[config.mk]
export PLATFORM = sky130hd
export DESIGN_NAME = lru_key_value_cache
export DESIGN_NICKNAME = d
export VERILOG_FILES = /design/src/rtl/lkv_pkg.sv /design/src/rtl/lkv_ctrl.sv /design/src/rtl/lkv_datapath.sv /design/src/rtl/lru_key_value_cache.sv
export SDC_FILE = /design/constraint.sdc
export NUM_CORES = 1
export LEC_CHECK = 0
export ABC_AREA = 1
export BUFFER_PORTS_ARGS = -buffer_cell sky130_fd_sc_hd__buf_4
export CELL_PAD_IN_SITES_DETAIL_PLACEMENT = 0
export CELL_PAD_IN_SITES_GLOBAL_PLACEMENT = 1
export CORE_MARGIN = 2
export CORE_UTILIZATION = 41
export CTS_BUF_LIST = sky130_fd_sc_hd__clkbuf_8
export CTS_CLUSTER_SIZE = 14
export DETAILED_ROUTE_END_ITERATION = 6
export PLACE_DENSITY = 0.67
export SLEW_MARGIN = 5
export SYNTH_ARGS = -nofsm -noshare
export SYNTH_HDL_FRONTEND = slang
export SYNTH_SLANG_ARGS = --single-unit
[constraint.sdc]
create_clock -name clk -period 5.1 [get_ports clk]
set_clock_uncertainty 0.05 [all_clocks]
set_input_delay 1.02 -clock clk [delete_from_list [all_inputs] [get_ports clk]]
set_output_delay 1.02 -clock clk [all_outputs]
set_load 0.02 [all_outputs]
[src/rtl/lkv_pkg.sv]
// shared constants, types and state encoding for the lru key-value cache
package lkv_pkg;

	localparam int CAPACITY = 16;
	localparam int IDX_W    = (CAPACITY > 1) ? $clog2(CAPACITY) : 1;
	localparam int CNT_W    = $clog2(CAPACITY + 1);
	localparam int KEY_W    = 16;
	localparam int VAL_W    = 31;
	localparam logic [IDX_W-1:0] RANK_OLDEST = IDX_W'(CAPACITY - 1);

	typedef enum logic [1:0] {
		ST_IDLE,
		ST_SCAN,
		ST_DECIDE,
		ST_RESULT
	} lkv_state_t;

	typedef struct packed {
		logic load;
		logic issue;
		logic decide;
		logic result;
	} lkv_cmd_t;

	typedef struct packed {
		logic issue_done;
		logic scan_busy;
		logic out_busy;
	} lkv_stat_t;

endpackage

[src/rtl/lkv_ctrl.sv]
// controller state machine: accept, key scan, decide and update, result load
module lkv_ctrl import lkv_pkg::*; (
	input  logic      clk,
	input  logic      arst_n,
	input  logic      in_valid,
	output logic      in_ready,
	input  lkv_stat_t stat,
	output lkv_cmd_t  cmd
);

	lkv_state_t state_q, state_d;

	always_ff @(posedge clk or negedge arst_n) begin
		if (!arst_n) begin
			state_q <= ST_IDLE;
		end else begin
			state_q <= state_d;
		end
	end

	always_comb begin
		state_d  = state_q;
		cmd      = '0;
		in_ready = 1'b0;
		unique case (state_q)
			ST_IDLE: begin
				in_ready = 1'b1;
				if (in_valid) begin
					cmd.load = 1'b1;
					state_d  = ST_SCAN;
				end
			end
			ST_SCAN: begin
				if (!stat.issue_done) begin
					cmd.issue = 1'b1;
				end else if (!stat.scan_busy) begin
					state_d = ST_DECIDE;
				end
			end
			ST_DECIDE: begin
				cmd.decide = 1'b1;
				state_d    = ST_RESULT;
			end
			ST_RESULT: begin
				if (!stat.out_busy) begin
					cmd.result = 1'b1;
					state_d    = ST_IDLE;
				end
			end
			default: begin
				state_d = ST_IDLE;
			end
		endcase
	end

endmodule

[src/rtl/lkv_datapath.sv]
// datapath: key and value memories, recency ranks, scan pipeline, output register
module lkv_datapath import lkv_pkg::*; (
	input  logic             clk,
	input  logic             arst_n,
	input  lkv_cmd_t         cmd,
	output lkv_stat_t        stat,
	input  logic             mode,
	input  logic [KEY_W-1:0] lookup_key,
	input  logic [VAL_W-1:0] store_value,
	input  logic             out_ready,
	output logic             out_valid,
	output logic             hit,
	output logic [VAL_W-1:0] read_value,
	output logic             evicted
);

	logic [KEY_W-1:0] key_mem [CAPACITY];
	logic [VAL_W-1:0] val_mem [CAPACITY];
	logic [IDX_W-1:0] rank_q  [CAPACITY];

	logic             req_mode_q;
	logic [KEY_W-1:0] req_key_q;
	logic [VAL_W-1:0] req_val_q;

	logic [CNT_W-1:0] used_q;
	logic [CNT_W-1:0] idx_q;
	logic             v_s1;
	logic [IDX_W-1:0] idx_s1;
	logic [KEY_W-1:0] key_rd_s1;

	logic             found_q;
	logic [IDX_W-1:0] match_slot_q;
	logic [IDX_W-1:0] match_rank_q;
	logic [IDX_W-1:0] victim_slot_q;
	logic             evict_q;
	logic [VAL_W-1:0] val_rd_q;

	logic             out_valid_q;
	logic             hit_q;
	logic [VAL_W-1:0] read_value_q;
	logic             evicted_q;

	logic             full;
	logic             put_miss;
	logic             upd;
	logic [IDX_W-1:0] slot_sel;
	logic [CNT_W-1:0] bound;

	// request capture
	always_ff @(posedge clk) begin
		if (cmd.load) begin
			req_mode_q <= mode;
			req_key_q  <= lookup_key;
			req_val_q  <= store_value;
		end
	end

	// slot and aging bound for the update
	always_comb begin
		full     = (used_q == CNT_W'(CAPACITY));
		put_miss = req_mode_q && !found_q;
		upd      = req_mode_q || found_q;
		if (found_q) begin
			slot_sel = match_slot_q;
			bound    = CNT_W'(match_rank_q);
		end else if (full) begin
			slot_sel = victim_slot_q;
			bound    = CNT_W'(RANK_OLDEST);
		end else begin
			slot_sel = used_q[IDX_W-1:0];
			bound    = used_q;
		end
	end

	// key memory: scan read, write on insert
	always_ff @(posedge clk) begin
		if (cmd.issue) begin
			key_rd_s1 <= key_mem[idx_q[IDX_W-1:0]];
		end
		if (cmd.decide && put_miss) begin
			key_mem[slot_sel] <= req_key_q;
		end
	end

	// value memory: read and write at the chosen slot
	always_ff @(posedge clk) begin
		if (cmd.decide) begin
			val_rd_q <= val_mem[slot_sel];
			if (req_mode_q) begin
				val_mem[slot_sel] <= req_val_q;
			end
		end
	end

	// scan pipeline and match tracking
	always_ff @(posedge clk or negedge arst_n) begin
		if (!arst_n) begin
			idx_q   <= '0;
			v_s1    <= 1'b0;
			idx_s1  <= '0;
			found_q <= 1'b0;
		end else begin
			v_s1   <= cmd.issue;
			idx_s1 <= idx_q[IDX_W-1:0];
			if (cmd.load) begin
				idx_q   <= '0;
				found_q <= 1'b0;
			end else begin
				if (cmd.issue) begin
					idx_q <= idx_q + 1'b1;
				end
				if (v_s1 && !found_q && key_rd_s1 == req_key_q) begin
					found_q <= 1'b1;
				end
			end
		end
	end

	always_ff @(posedge clk) begin
		if (v_s1 && !found_q && key_rd_s1 == req_key_q) begin
			match_slot_q <= idx_s1;
			match_rank_q <= rank_q[idx_s1];
		end
		if (v_s1 && rank_q[idx_s1] == RANK_OLDEST) begin
			victim_slot_q <= idx_s1;
		end
		if (cmd.decide) begin
			evict_q <= put_miss && full;
		end
	end

	// recency ranks and fill count
	always_ff @(posedge clk or negedge arst_n) begin
		if (!arst_n) begin
			used_q <= '0;
			for (int i = 0; i < CAPACITY; i++) begin
				rank_q[i] <= '0;
			end
		end else if (cmd.decide) begin
			if (put_miss && !full) begin
				used_q <= used_q + 1'b1;
			end
			if (upd) begin
				for (int i = 0; i < CAPACITY; i++) begin
					if (IDX_W'(i) == slot_sel) begin
						rank_q[i] <= '0;
					end else if (CNT_W'(i) < used_q && CNT_W'(rank_q[i]) < bound) begin
						rank_q[i] <= rank_q[i] + 1'b1;
					end
				end
			end
		end
	end

	// output register
	always_ff @(posedge clk or negedge arst_n) begin
		if (!arst_n) begin
			out_valid_q <= 1'b0;
		end else if (cmd.result) begin
			out_valid_q <= 1'b1;
		end else if (out_ready) begin
			out_valid_q <= 1'b0;
		end
	end

	always_ff @(posedge clk) begin
		if (cmd.result) begin
			hit_q        <= found_q;
			read_value_q <= (!req_mode_q && found_q) ? val_rd_q : '0;
			evicted_q    <= evict_q;
		end
	end

	assign stat.issue_done = (idx_q == used_q);
	assign stat.scan_busy  = v_s1;
	assign stat.out_busy   = out_valid_q && !out_ready;

	assign out_valid  = out_valid_q;
	assign hit        = hit_q;
	assign read_value = read_value_q;
	assign evicted    = evicted_q;

	a_used_bound: assert property (@(posedge clk) disable iff (!arst_n)
		used_q <= CNT_W'(CAPACITY))
		else $error("fill count beyond capacity");

	a_issue_in_range: assert property (@(posedge clk) disable iff (!arst_n)
		cmd.issue |-> idx_q < used_q)
		else $error("scan read past filled entries");

	a_decide_drained: assert property (@(posedge clk) disable iff (!arst_n)
		cmd.decide |-> !v_s1)
		else $error("decision before scan drained");

	a_fill_count: assert property (@(posedge clk) disable iff (!arst_n)
		(cmd.decide && put_miss && !full) |=> used_q == $past(used_q) + 1'b1)
		else $error("insert into free slot did not advance fill count");

	a_hit_no_evict: assert property (@(posedge clk) disable iff (!arst_n)
		out_valid_q |-> !(hit_q && evicted_q))
		else $error("hit and eviction reported together");

endmodule

[src/rtl/lru_key_value_cache.sv]
// top level of the lru key-value cache: controller plus datapath
//
//  channel | handshake            | beat fields
//  input   | in_valid / in_ready  | mode, lookup_key, store_value
//  output  | out_valid / out_ready| hit, read_value, evicted
//
// an item passes accept, then the key scan (one key memory read per filled entry, a compare
// drain and a handoff to decide), then decide and update, and result load
// reset clears the fill count, ranks and handshake state; memories are not cleared
// a new beat is taken once the previous result sits in the output register
// a stalled output holds the next result in the result state until taken
module lru_key_value_cache import lkv_pkg::*; (
	input  logic             clk,
	input  logic             arst_n,
	input  logic             in_valid,
	output logic             in_ready,
	input  logic             mode,
	input  logic [KEY_W-1:0] lookup_key,
	input  logic [VAL_W-1:0] store_value,
	output logic             out_valid,
	input  logic             out_ready,
	output logic             hit,
	output logic [VAL_W-1:0] read_value,
	output logic             evicted
);

	lkv_cmd_t  cmd;
	lkv_stat_t stat;

	lkv_ctrl u_ctrl (
		.clk      (clk),
		.arst_n   (arst_n),
		.in_valid (in_valid),
		.in_ready (in_ready),
		.stat     (stat),
		.cmd      (cmd)
	);

	lkv_datapath u_datapath (
		.clk         (clk),
		.arst_n      (arst_n),
		.cmd         (cmd),
		.stat        (stat),
		.mode        (mode),
		.lookup_key  (lookup_key),
		.store_value (store_value),
		.out_ready   (out_ready),
		.out_valid   (out_valid),
		.hit         (hit),
		.read_value  (read_value),
		.evicted     (evicted)
	);

endmodule
After elaboration in Yosys (flattened, before gate mapping). Memory sizes are Yosys's and may differ from the RTL's. A register that Yosys moved wholly into a read port is not among the register bits. Index checks and enable logic that the tools add are counted.

Flip-flop bits (word level): 177. Bits in latches: 0. RAM bits: 752. Memory bits (read-only): 0. Bits of input ports: 52. Output and inout bits: 35. Word-level logic and storage cells: 245. Memories: 2.

Add/subtract/negate cells: 18. Multiply operators: 0. Div/mod/pow operators: 0. $lt $le $gt $ge: 33. Eq/ne operators: 26. Shifts and indexed selects: 0. Multiplexer cells: 63. Bitwise gates (word level): 1. Reductions and logical operators: 69.

Memory list: u_datapath.val_mem (words 16, bits a word 31, read ports 1, clocked after Yosys merged registers in 1, wr ports 1, RTL line lkv_datapath.sv:18) `logic [VAL_W-1:0] val_mem [CAPACITY];`; u_datapath.key_mem (words 16, bits a word 16, read ports 1, clocked after Yosys merged registers in 1, wr ports 1, RTL line lkv_datapath.sv:17) `logic [KEY_W-1:0] key_mem [CAPACITY];`.

Operators with widths (count): 4-bit two-way mux (36); 4-bit by 5-bit < comparator with 1-bit output (16); 4-bit by 1-bit adder with 4-bit output (second input constant) (16); 3-bit AND reduction (16); 4-bit by 5-bit < comparator with 1-bit output (first input constant) (8); 2-bit nonzero test (19); 4-bit == test (first input constant) (8); 1-bit logical AND (25); 3-bit by 5-bit < comparator with 1-bit output (first input constant) (4); 5-bit two-way mux (4); 1-bit two-way mux (17); 4-bit binary-select mux with 4-bit select (1); 16-bit == test (1); 3-bit by 4-bit == test with 1-bit output (first input constant) (4); 5-bit by 1-bit adder with 5-bit output (second input constant) (2); 1-bit by 5-bit < comparator with 1-bit output (first input constant) (2); 2-bit by 5-bit < comparator with 1-bit output (first input constant) (2); 2-bit by 4-bit == test with 1-bit output (first input constant) (2); 2-bit two-way mux (4); 2-bit case mux with 4 select lines (1); 2-bit != test (second input constant) (3); 5-bit == test (1); 5-bit == test (second input constant) (1); 5-bit greater-or-equal comparator (second input constant) (1); 12 further kinds (16).

Logic depth before layout (Yosys ltp).
Depth in word-level cells: 7. Mapped depth: 16. Mapped depth without buffers: 16.

Modules after synthesis. Synthesis repeated with hierarchy kept, for this count alone.

Cell total of the unflattened synthesis: 3585. Area, all modules: 40875.5 um^2.

Modules (own cells, without submodules): lkv_datapath (instances 1, cells an instance 3552, area an instance 40657.7 um^2, sequential area each 28842.7 um^2); lkv_ctrl (instances 1, cells an instance 33, area an instance 217.7 um^2, sequential area each 50.0 um^2).

Least setup slack after synthesis. No wires, ideal clock.

Kind: register to register. Start: register u_ctrl.state_q[0]. End: memory u_datapath.val_mem[4][0], enable pin. Setup time: 0.419 ns. Arrival time: 3.367 ns. Data required time: 4.631 ns. Slack: 1.264 ns. Stages on the path, launching flop included: 7. Buffers on the path: 2. Period minus slack after synthesis: 3.836 ns. Cells stage by stage: dfrtp_1 > inv_1 > ha_1 > nand2_1 > clkbuf_1 > clkbuf_1 > nor2_1.

Longest elaborated chain between the ends: 4.

RTL lines: start, declared (RTL line lkv_ctrl.sv:11) `lkv_state_t state_q, state_d;`; start signal, assigned (RTL line lkv_ctrl.sv:17) `state_q <= state_d;`; 2-bit == test (RTL line lkv_ctrl.sv:25) `unique case (state_q)`; 1-bit two-way mux (RTL line lkv_ctrl.sv:25); 1-bit two-way mux (RTL line lkv_datapath.sv:87) `if (cmd.decide) begin`; 1-bit two-way mux (not written as such) (RTL line lkv_datapath.sv:90) `val_mem[slot_sel] <= req_val_q;`; end, declared (RTL line lkv_datapath.sv:18).

Every way passes these cells.

Worst setup path after layout.
Start: register u_datapath.used_q[1]. End: memory u_datapath.val_mem[14][4], enable pin.

Longest elaborated chain between the ends: 3.

RTL lines: start, declared (RTL line lkv_datapath.sv:25) `logic [CNT_W-1:0] used_q;`; start signal, assigned (RTL line lkv_datapath.sv:141) `used_q <= used_q + 1'b1;`; 5-bit == test (RTL line lkv_datapath.sv:60) `full = (used_q == CNT_W'(CAPACITY));`; 4-bit two-way mux * (RTL line lkv_datapath.sv:66) `end else if (full) begin`; 4-bit two-way mux * (RTL line lkv_datapath.sv:63) `if (found_q) begin`.

Every way passes the cells marked *; elsewhere a longest branch is shown, timed or not.

==> results.json <==
{
  "outcome": "completed",
  "synth_top_area_cell": "edfxtp_1",
  "vdd.ir_drop.worst_mv": 0.516,
  "crit_fanout": 52,
  "synth_cell_types": 48,
  "overflow": 0,
  "clkSinkCount": 976,
  "port_buffers": 86,
  "post_dp_cell_area_sq_um": 43200,
  "clock-root-buffer": "clkbuf_8",
  "power_switching_mw": 9.25,
  "path_clk_slew_ns": 0.05,
  "drtIter0Drc": 2412,
  "io_pins": 87,
  "fin_crit_sh_pct": 77.6,
  "syn_inst": 3540,
  "p_leak_nw": 17.6,
  "cts_tree": "built",
  "cp.arrival_ns": 4.42,
  "synth.most_common_cell": "nand2_1",
  "avgSynthCellArea_sq_um": 11.6,
  "intPower_mw": 15.2,
  "start_util_pct": 41.5,
  "detail_route.wl_per_cell_microns": 21.2,
  "p_seq_share_pct": 43.4,
  "synth-seq-area-share_pct": 70.5,
  "synthTopCellsByCount": "nand2_1, edfxtp_1, nor2_1",
  "synth_flop_cell": "edfxtp_1",
  "hp-class": "input port to async pin",
  "combPwrFrac_pct": 30.5,
  "ys_ff_latch": 976,
  "synth_edf_count": 893,
  "syn2layout_area_growth_pct": 12.7,
  "netlist_area_sq_um": 41000,
  "slew_headroom_pct": 21.7,
  "powerDensity_nw_per_um2": 530,
  "cts_buffers": 164,
  "drt-total-wl_microns": 108000,
  "setup-violations-final": 0,
  "fillCellCount": 9070,
  "wl_met3_microns": 6540,
  "drive_gt1_share_pct": 12.0,
  "p_total_mw": 24.5,
  "yosysTopAreaCellShare_pct": 65.4,
  "cp_data_required_time_ns": 5.56,
  "max_freq_mhz": 253,
  "hold_violations": 0,
  "p_sw_share_pct": 37.8,
  "crit_type": "flop to flop",
  "gp_congestion": 0.816,
  "hold_buffers": 0,
  "fin_crit_ns": 3.96,
  "ant_nets": 0,
  "grt_max_degree": 125,
  "cts-resized-gates": 0,
  "tightest_slew_ns": 1.17,
  "htree_levels": 4,
  "post_drt_via_cell_ratio": 5.15,
  "rsz0062_at_grt": "no",
  "grt_first_pass_wirelength_microns": 162000,
  "syn-num-nets": 3647,
  "layout.nets": 3798,
  "async_flop_share_pct": 8.50,
  "dr.pass1.iters": 5,
  "die-area_sq_um": 103000,
  "cap_violations": 0,
  "topRoutingLayerUsed": "met4",
  "cts_setup_buffers": 0,
  "cp-end-kind": "flop",
  "grt_use_total_pct": 21.2,
  "drc_errors": 0,
  "wl_met1_microns": 49300,
  "design_area_sq_um": 46200,
  "start_kind": "flop",
  "clk_latency_ns": 0.83,
  "maxSlewViolCount": 0,
  "tns_ns": 0,
  "clkPwrFrac_pct": 26.1,
  "synthTopCellsByArea": "edfxtp_1, nand2_1, dfrtp_1, nand3_1, nor2_1",
  "fp-row-count": 115,
  "hpwl_microns": 57000,
  "dieHeight_microns": 320,
  "grt_pass1_vias": 25400,
  "coreArea_sq_um": 98700,
  "met2_length_microns": 50200,
  "vias": 26300,
  "ys_warn_count": 0,
  "clockBufferDepth": 3,
  "die_width_microns": 320,
  "antenna_found_initial": 2
}
[metrics by stage]
| stage | utilization, % | hold WS, ns | setup slack (ns) | instances |
|---|---|---|---|---|
| floorplan | - | 0.302 | 1.26 | 3540 |
| global placement | 43.8 | 0.379 | 1.15 | 4812 |
| detailed placement | 43.8 | 0.376 | 1.12 | 4812 |
| CTS | 46.8 | 0.158 | 1.07 | 5108 |
| global route | 46.8 | 0.218 | 0.910 | 5109 |
| finish | 46.8 | 0.201 | 1.14 | 5109 |
[power groups by stage]
stage	registers, mW	logic (mW)	clock network (mW)
3_5_place_dp	10.8	7.51	0
5_1_grt	10.7	8.36	6.90
2_1_floorplan	10.5	5.14	0
3_3_place_gp	10.8	7.50	0
6_report	10.6	7.47	6.38
4_1_cts	10.6	7.54	6.56
[layout make-up]
type	instances	area, sq um	area share [%]
well taps	1287	1610	3.49
inverters	187	709	1.54
clock buffers	170	2340	5.07
multi-input cells	2217	10800	23.5
flip-flops and latches	976	28900	62.6
clock inverters	126	628	1.36
diodes	1	2.50	0.00542
repair buffers	145	1150	2.49
[layer usage]
metal  GRT usage (%)  up-vias
met3            4.00      161
met5               0        -
met2            33.7      764
li1                -    12500
met1            29.9    12900
met4            6.03        0
[sequential cells by signal, summed over array words and instances, names as in the netlist, 2 cells and up]
signal,flops
u_ctrl.state_q,2
u_datapath.idx_q,5
u_datapath.idx_s1,4
u_datapath.key_mem,256
u_datapath.key_rd_s1,16
u_datapath.match_rank_q,4
u_datapath.match_slot_q,4
u_datapath.rank_q,64
u_datapath.read_value,31
u_datapath.req_key_q,16
u_datapath.req_val_q,31
u_datapath.used_q,5
u_datapath.val_mem,496
u_datapath.val_rd_q,31
u_datapath.victim_slot_q,4
[worst max-delay path, stage by stage, from the launching register on]
cell and delay, ns:
dfrtp_1 0.47, inv_1 0.23, ha_1 0.27, nand3_4 0.15, a21oi_2 0.22, o21ai_2 0.10
o21ai_4 0.10, buf_4 0.68, nand2_4 0.20, nor2_4 0.25, inv_2 0.10, nor2_4 0.53
buf_12 0.26
[cell families after synthesis]
| family | synth area share [%] |
|---|---|
| simple gates | 18.5 |
| xor+xnor | 0.962 |
| fa+ha+maj | 1.68 |
| flops | 70.5 |
| buf+inv | 3.54 |
| compound gates | 3.90 |
| mux | 0.928 |
[final timing paths]
check / start / to / slack, ns / cells past startpoint
max in group asynchronous: arst_n / u_datapath.idx_q[0] / 3.78 / 2
min in group clk: store_value[11] / u_datapath.req_val_q[11] / 0.32 / 1
min: arst_n / u_datapath.rank_q[26] / 0.20 / 1
max: u_datapath.used_q[1] / u_datapath.val_mem[14][4] / 1.14 / 12
min reg2reg: u_datapath.evict_q / u_datapath.evicted / 0.39 / 0
max reg2reg: u_datapath.used_q[1] / u_datapath.val_mem[14][4] / 1.14 / 12
[cells in the final DEF, fill, tap and decap left out, types with 41 or more instances in the layout]
| cell type | synthesis | layout |
|---|---|---|
| buf_4 | 15 | 140 |
| nor2_1 | 282 | 253 |
| ha_1 | 55 | 54 |
| nand3_1 | 267 | 267 |
| inv_1 | 164 | 221 |
| clkinv_1 | 1 | 41 |
| edfxtp_1 | 893 | 893 |
| nand2_1 | 1182 | 1179 |
| dfrtp_1 | 83 | 80 |
| clkbuf_8 | 0 | 170 |
| o21ai_0 | 117 | 116 |
Power figures use the tool's default switching activity.
